===== src/hdl/sbl_sqrt_pipe.sv =====
// ----------------------------------------------------------------------------
// sbl_sqrt_pipe: pipelined integer square root
// Restoring digit-by-digit root, one result bit per register stage, with a
// sideband word and a valid bit traveling alongside.
// ----------------------------------------------------------------------------
module sbl_sqrt_pipe #(
    parameter int NR = 29,
    parameter int SW = 1
) (
    input  logic            clk,
    input  logic            rst_n,
    input  logic            en,
    input  logic            in_valid,
    input  logic [2*NR-1:0] x_in,
    input  logic [SW-1:0]   side_in,
    output logic            out_valid,
    output logic [NR-1:0]   root,
    output logic [SW-1:0]   side_out
);

    localparam int RW = NR + 2;

    logic [RW-1:0]   rem_reg   [NR];
    logic [NR-1:0]   root_reg  [NR];
    logic [2*NR-1:0] x_reg     [NR];
    logic [SW-1:0]   side_reg  [NR];
    logic            valid_reg [NR];

    genvar i;
    for (i = 0; i < NR; i++)
    begin : g_step
        logic [RW-1:0]   src_rem;
        logic [NR-1:0]   src_root;
        logic [2*NR-1:0] src_x;
        logic [SW-1:0]   src_side;
        logic            src_valid;
        logic [RW+1:0]   r4;
        logic [RW+1:0]   trial;
        logic            ge;

        if (i == 0)
        begin : g_first
            assign src_rem   = '0;
            assign src_root  = '0;
            assign src_x     = x_in;
            assign src_side  = side_in;
            assign src_valid = in_valid;
        end
        else
        begin : g_rest
            assign src_rem   = rem_reg[i-1];
            assign src_root  = root_reg[i-1];
            assign src_x     = x_reg[i-1];
            assign src_side  = side_reg[i-1];
            assign src_valid = valid_reg[i-1];
        end

        // bring down the next bit pair and try root*4+1
        assign r4    = {src_rem, src_x[2*NR-1:2*NR-2]};
        assign trial = {2'b00, src_root, 2'b01};
        assign ge    = (r4 >= trial);

        always_ff @(posedge clk or negedge rst_n)
        begin
            if (!rst_n)
                valid_reg[i] <= 1'b0;
            else if (en)
                valid_reg[i] <= src_valid;
        end

        always_ff @(posedge clk)
        begin
            if (en)
            begin
                rem_reg[i]  <= ge ? RW'(r4 - trial) : r4[RW-1:0];
                root_reg[i] <= {src_root[NR-2:0], ge};
                x_reg[i]    <= {src_x[2*NR-3:0], 2'b00};
                side_reg[i] <= src_side;
            end
        end
    end

    assign out_valid = valid_reg[NR-1];
    assign root      = root_reg[NR-1];
    assign side_out  = side_reg[NR-1];

endmodule


===== config.mk =====
export PLATFORM = sky130hd
export DESIGN_NAME = sbl_sqrt_pipe
export DESIGN_NICKNAME = d
export VERILOG_FILES = /design/src/hdl/sbl_sqrt_pipe.sv
export SDC_FILE = /design/constraint.sdc
export NUM_CORES = 2
export LEC_CHECK = 0
export BUFFER_PORTS_ARGS = -buffer_cell sky130_fd_sc_hd__buf_4
export CORE_MARGIN = 10
export CORE_UTILIZATION = 55
export CTS_CLUSTER_DIAMETER = 150
export DETAILED_ROUTE_END_ITERATION = 16
export GPL_TIMING_DRIVEN = 0
export PLACE_DENSITY = 0.77
export SLEW_MARGIN = 20
export SYNTH_ARGS = -nofsm -noshare
export SYNTH_HDL_FRONTEND = slang
export SYNTH_SLANG_ARGS = --single-unit

===== constraint.sdc =====
create_clock -name clk -period 4.35 [get_ports clk]
set_clock_uncertainty 0.15 [all_clocks]
set_input_delay 0.435 -clock clk [delete_from_list [all_inputs] [get_ports clk]]
set_output_delay 0.435 -clock clk [all_outputs]
set_load 0.05 [all_outputs]

==> out/qor.yml <==
drt_pre_antenna_iters: 9
clk-insertion-delay-late_ns: 0.85
ys_ff_latch: 2129
cts_max_path_buffers: 3
max_freq_mhz: 235.9
final_util_pct: 61.98
irDropWorstVdd_mv: 0.3899
crit_path_end_kind: "flip-flop"
worst_r2r_endpoint: "rem_reg[3][57]"
hpwlAfterDp_um: 139800
portBuffers: 93
timing.critical_path.required_ns: 4.78
synth_fp_nets: 8046
syn2layout_area_growth_pct: 12.30
fp.dieArea_um2: 196000
initial_cell_density_of_the_core_pct: 55.19
viasPerCell: 5.694
timing.slew.headroom_pct: 29.90
grt_antenna_before_repair: 2
drt-wirelength-per-cell_um: 18.91
pin_count_of_the_biggest_net_entering_global_routing: 174
drc_errors: 0
cts_root_buf: "clkbuf_16"
worstHoldPathType: "input pin to flip-flop"
count_of_flip_flops_with_a_built_in_enable_after_synthesis: 2100
floorplan.die.height_um: 442.7
critical_path.startpoint_type: "flip-flop"
drtAntennaViolNets: 0
ys_async_sr_fraction_pct: 1.362
core_area_um2: 178000
cts.reportedPaths.clkPinSlew_ns: 0.06
grt_usage_pct: 19.63
wire_length_of_the_first_global_routing_pass_um: 312600
fp-row-count: 155
final_net_count: 8438
number_of_global_route_vias_before_repair: 58702
dominant_synthesized_flop_cell: "edfxtp_1"
numCtsBuffers: 215
num_io_pins: 94
worstMarginPinSlew_ns: 1.038
global_route.overflow_total: 0
min_path_cells: 2
slew_violations: 0
crit_path_max_fanout: 10
placed_area_um2: 102300
reg2regPathDepth: 13
final_standard_cell_area_without_fillers_um2: 110300
synth_cells: 7518
timing_worst_setup_path_type: "flip-flop to flip-flop"
synthesis.area_per_instance_um2: 13.07
status: "complete, no violations"
worst_ep_arrival_time_ns: 4.67
final.min_clock_period_ns: 4.238
initialDrtViolationCount: 4622
synth.lib_cells_used.distinct: 82
timing.max_cap.violations: 0
ff2ff_setup_slack_ns: 0.11
dr_total_vias: 59509
yosysWarnings: 0
drive_above_1_share_pct: 8.152
min-delay-start: "x_in[42]"
critical_path.reg2reg.startpoint: "root_reg[1][233]"
routed_wl_um: 197600
largest_register_ff_count: 824
cellPowerDensity_nw_per_um2: 514.8
globalplace.congestion: 0.9059
grt_setup_unrepaired: "false"
cts_htree_levels: 4
tritoncts_sink_count: 2129
finalHoldViolations: 0
layout_worst_path_cycle_share_pct: 97.43
finalSetupTns_ns: 0
setup_violations: 0
syn_area_um2: 98260
dieWidth_um: 442.7
holdPathEnd: "x_reg[0][42]"
p_leak_uw: 0.04212
clock_tree_from_tritoncts: "built"
synth-seq-area-share_pct: 64.92
-- per-stage QoR --
stage / instances / setup WS, ns / hold WS, ns / power [uW]
floorplan: 7518 / 0.5669 / -0.01059 / 34890
global placement: 9966 / -15.34 / 0.2113 / 38690
detailed placement: 9981 / -0.5196 / 0.2213 / 38350
CTS: 10452 / 0.01680 / 0.07333 / 57290
global route: 10452 / 0.002529 / 0.1085 / 59530
finish: 10452 / 0.1116 / 0.1587 / 56800
-- synth_stat cells (8+ instances only) --
master	number	area [um^2]
or4_1	69	518.0
a211o_1	10	87.58
and3_1	43	269.0
nand4_1	78	488.0
nor3b_1	15	112.6
o41ai_1	8	70.07
a31oi_1	48	300.3
a221o_1	9	90.09
a21o_1	188	1411
nand3b_1	17	127.6
ha_1	465	5818
o22ai_1	8	50.05
and2_1	28	175.2
o21ai_0	380	1902
nor4_1	122	763.2
or3_1	86	538.0
o311ai_0	9	78.83
nand3_1	130	650.6
nand4b_1	10	87.58
nor3_1	184	920.9
o21bai_1	37	277.8
dfrtp_1	29	725.7
a21oi_1	431	2157
nor2b_1	69	431.7
o31a_1	9	78.83
o31ai_1	36	270.3
inv_1	592	2222
o2111ai_1	9	78.83
xnor2_1	333	2917
a211oi_1	39	292.8
xor2_1	350	3065
a21boi_0	19	142.6
nor2_1	476	1787
edfxtp_1	2100	63060
o21a_1	91	683.2
nor4b_1	11	96.34
nand2b_1	89	556.8
mux2_2	100	1126
o211ai_1	31	232.7
nand2_1	457	1715
buf_1	11	41.29
clkbuf_1	130	488.0
or2_2	47	294.0
-- cell usage in the layout (no fill, tap or decap), drive strengths merged, types with 15 or more instances in the layout --
cell,instances
clkinvlp,29
nand2,457
a21o,188
o21a,91
buf,124
nor2,477
nor3,185
nand4,79
edfxtp,2100
bufinv,29
and3,43
dlygate4sd3,64
inv,598
ha,465
nor2b,69
nand2b,89
nand3b,17
o21bai,37
and2,31
o21ai,382
xor2,350
a31oi,48
clkbuf,372
a21boi,19
o211ai,31
nor4,122
dfrtp,29
or4,72
a21oi,431
mux2,100
nor3b,15
nand3,131
or3,86
xnor2,333
clkinv,101
or2,48
a211oi,39
o31ai,36
-- power breakdown --
group	internal (uW)	leakage, uW	switching, uW	total [uW]
registers	25800	0.0205	1660	27500
clock network	10900	0.00348	7810	18700
logic	4480	0.0181	6190	10700
total	41100	0.0421	15700	56800
-- area by class of cell --
cell class / count / area [um^2]
repair buffers: 176 / 1792
inverters: 594 / 2230
multi-input cells: 4650 / 31770
flip-flops and latches: 2129 / 63790
well taps: 2355 / 2947
clock inverters: 163 / 1744
clock buffers: 240 / 5495
diodes: 1 / 2.502
fillers: 13396 / 67690
plain buffers: 144 / 580.6
-- critical path, cell delays in order, from the launching register on --
cell	delay [ns]
edfxtp_1	0.40
inv_1	0.06
ha_1	0.33
o21ai_0	0.24
a22o_1	0.27
o221ai_2	0.19
a31oi_2	0.34
a31oi_1	0.24
a311oi_2	0.42
o41a_1	0.38
clkbuf_2	0.37
buf_2	0.35
nand2_1	0.10
o31ai_1	0.13
-- kinds of logic (layout without fill, tap and decap cells) --
logic type               Yosys count  in the layout  share of synthesized area (%)
adder cells (fa/ha/maj)          465            465                          5.921
multiplexers                     107            107                          1.217
XOR/XNOR                         683            683                          6.088
flip-flops                      2129           2129                          64.92
AO/OA/AOI/OAI                   1432           1432                          9.004
buffers and inverters            739           1317                          2.841
AND/OR/NAND/NOR                 1962           1962                          10.01
other                              1              2                       0.003817
-- worst max-delay path by stage --
stage | from | to | depth (start not counted)
floorplan | rem_reg[0][142] | rem_reg[0][185] | 9
global placement | en | x_reg[9][107] | 1
finish | root_reg[1][233] | rem_reg[3][57] | 13
global route | root_reg[1][233] | rem_reg[3][56] | 13
detailed placement | rem_reg[3][68] | rem_reg[3][119] | 12
CTS | root_reg[1][233] | rem_reg[3][57] | 13
-- per-layer routing --
layer	vias up	GRT usage, %	wire length, um
met4	2	7.171	6772
met3	395	2.875	9197
met2	1545	34.51	100200
met1	28910	24.66	81440
li1	28657	-	-
met5	-	0	13
-- repair_timing --
item,CTS,global route
resized for setup,7,33
hold endpoints to repair,191,0
hold buffers,65,0
setup endpoints to repair,64,127
gates cloned,0,0
buffers inserted,3,0
pin swaps,2,0
(Power assumes the default switching activity.)
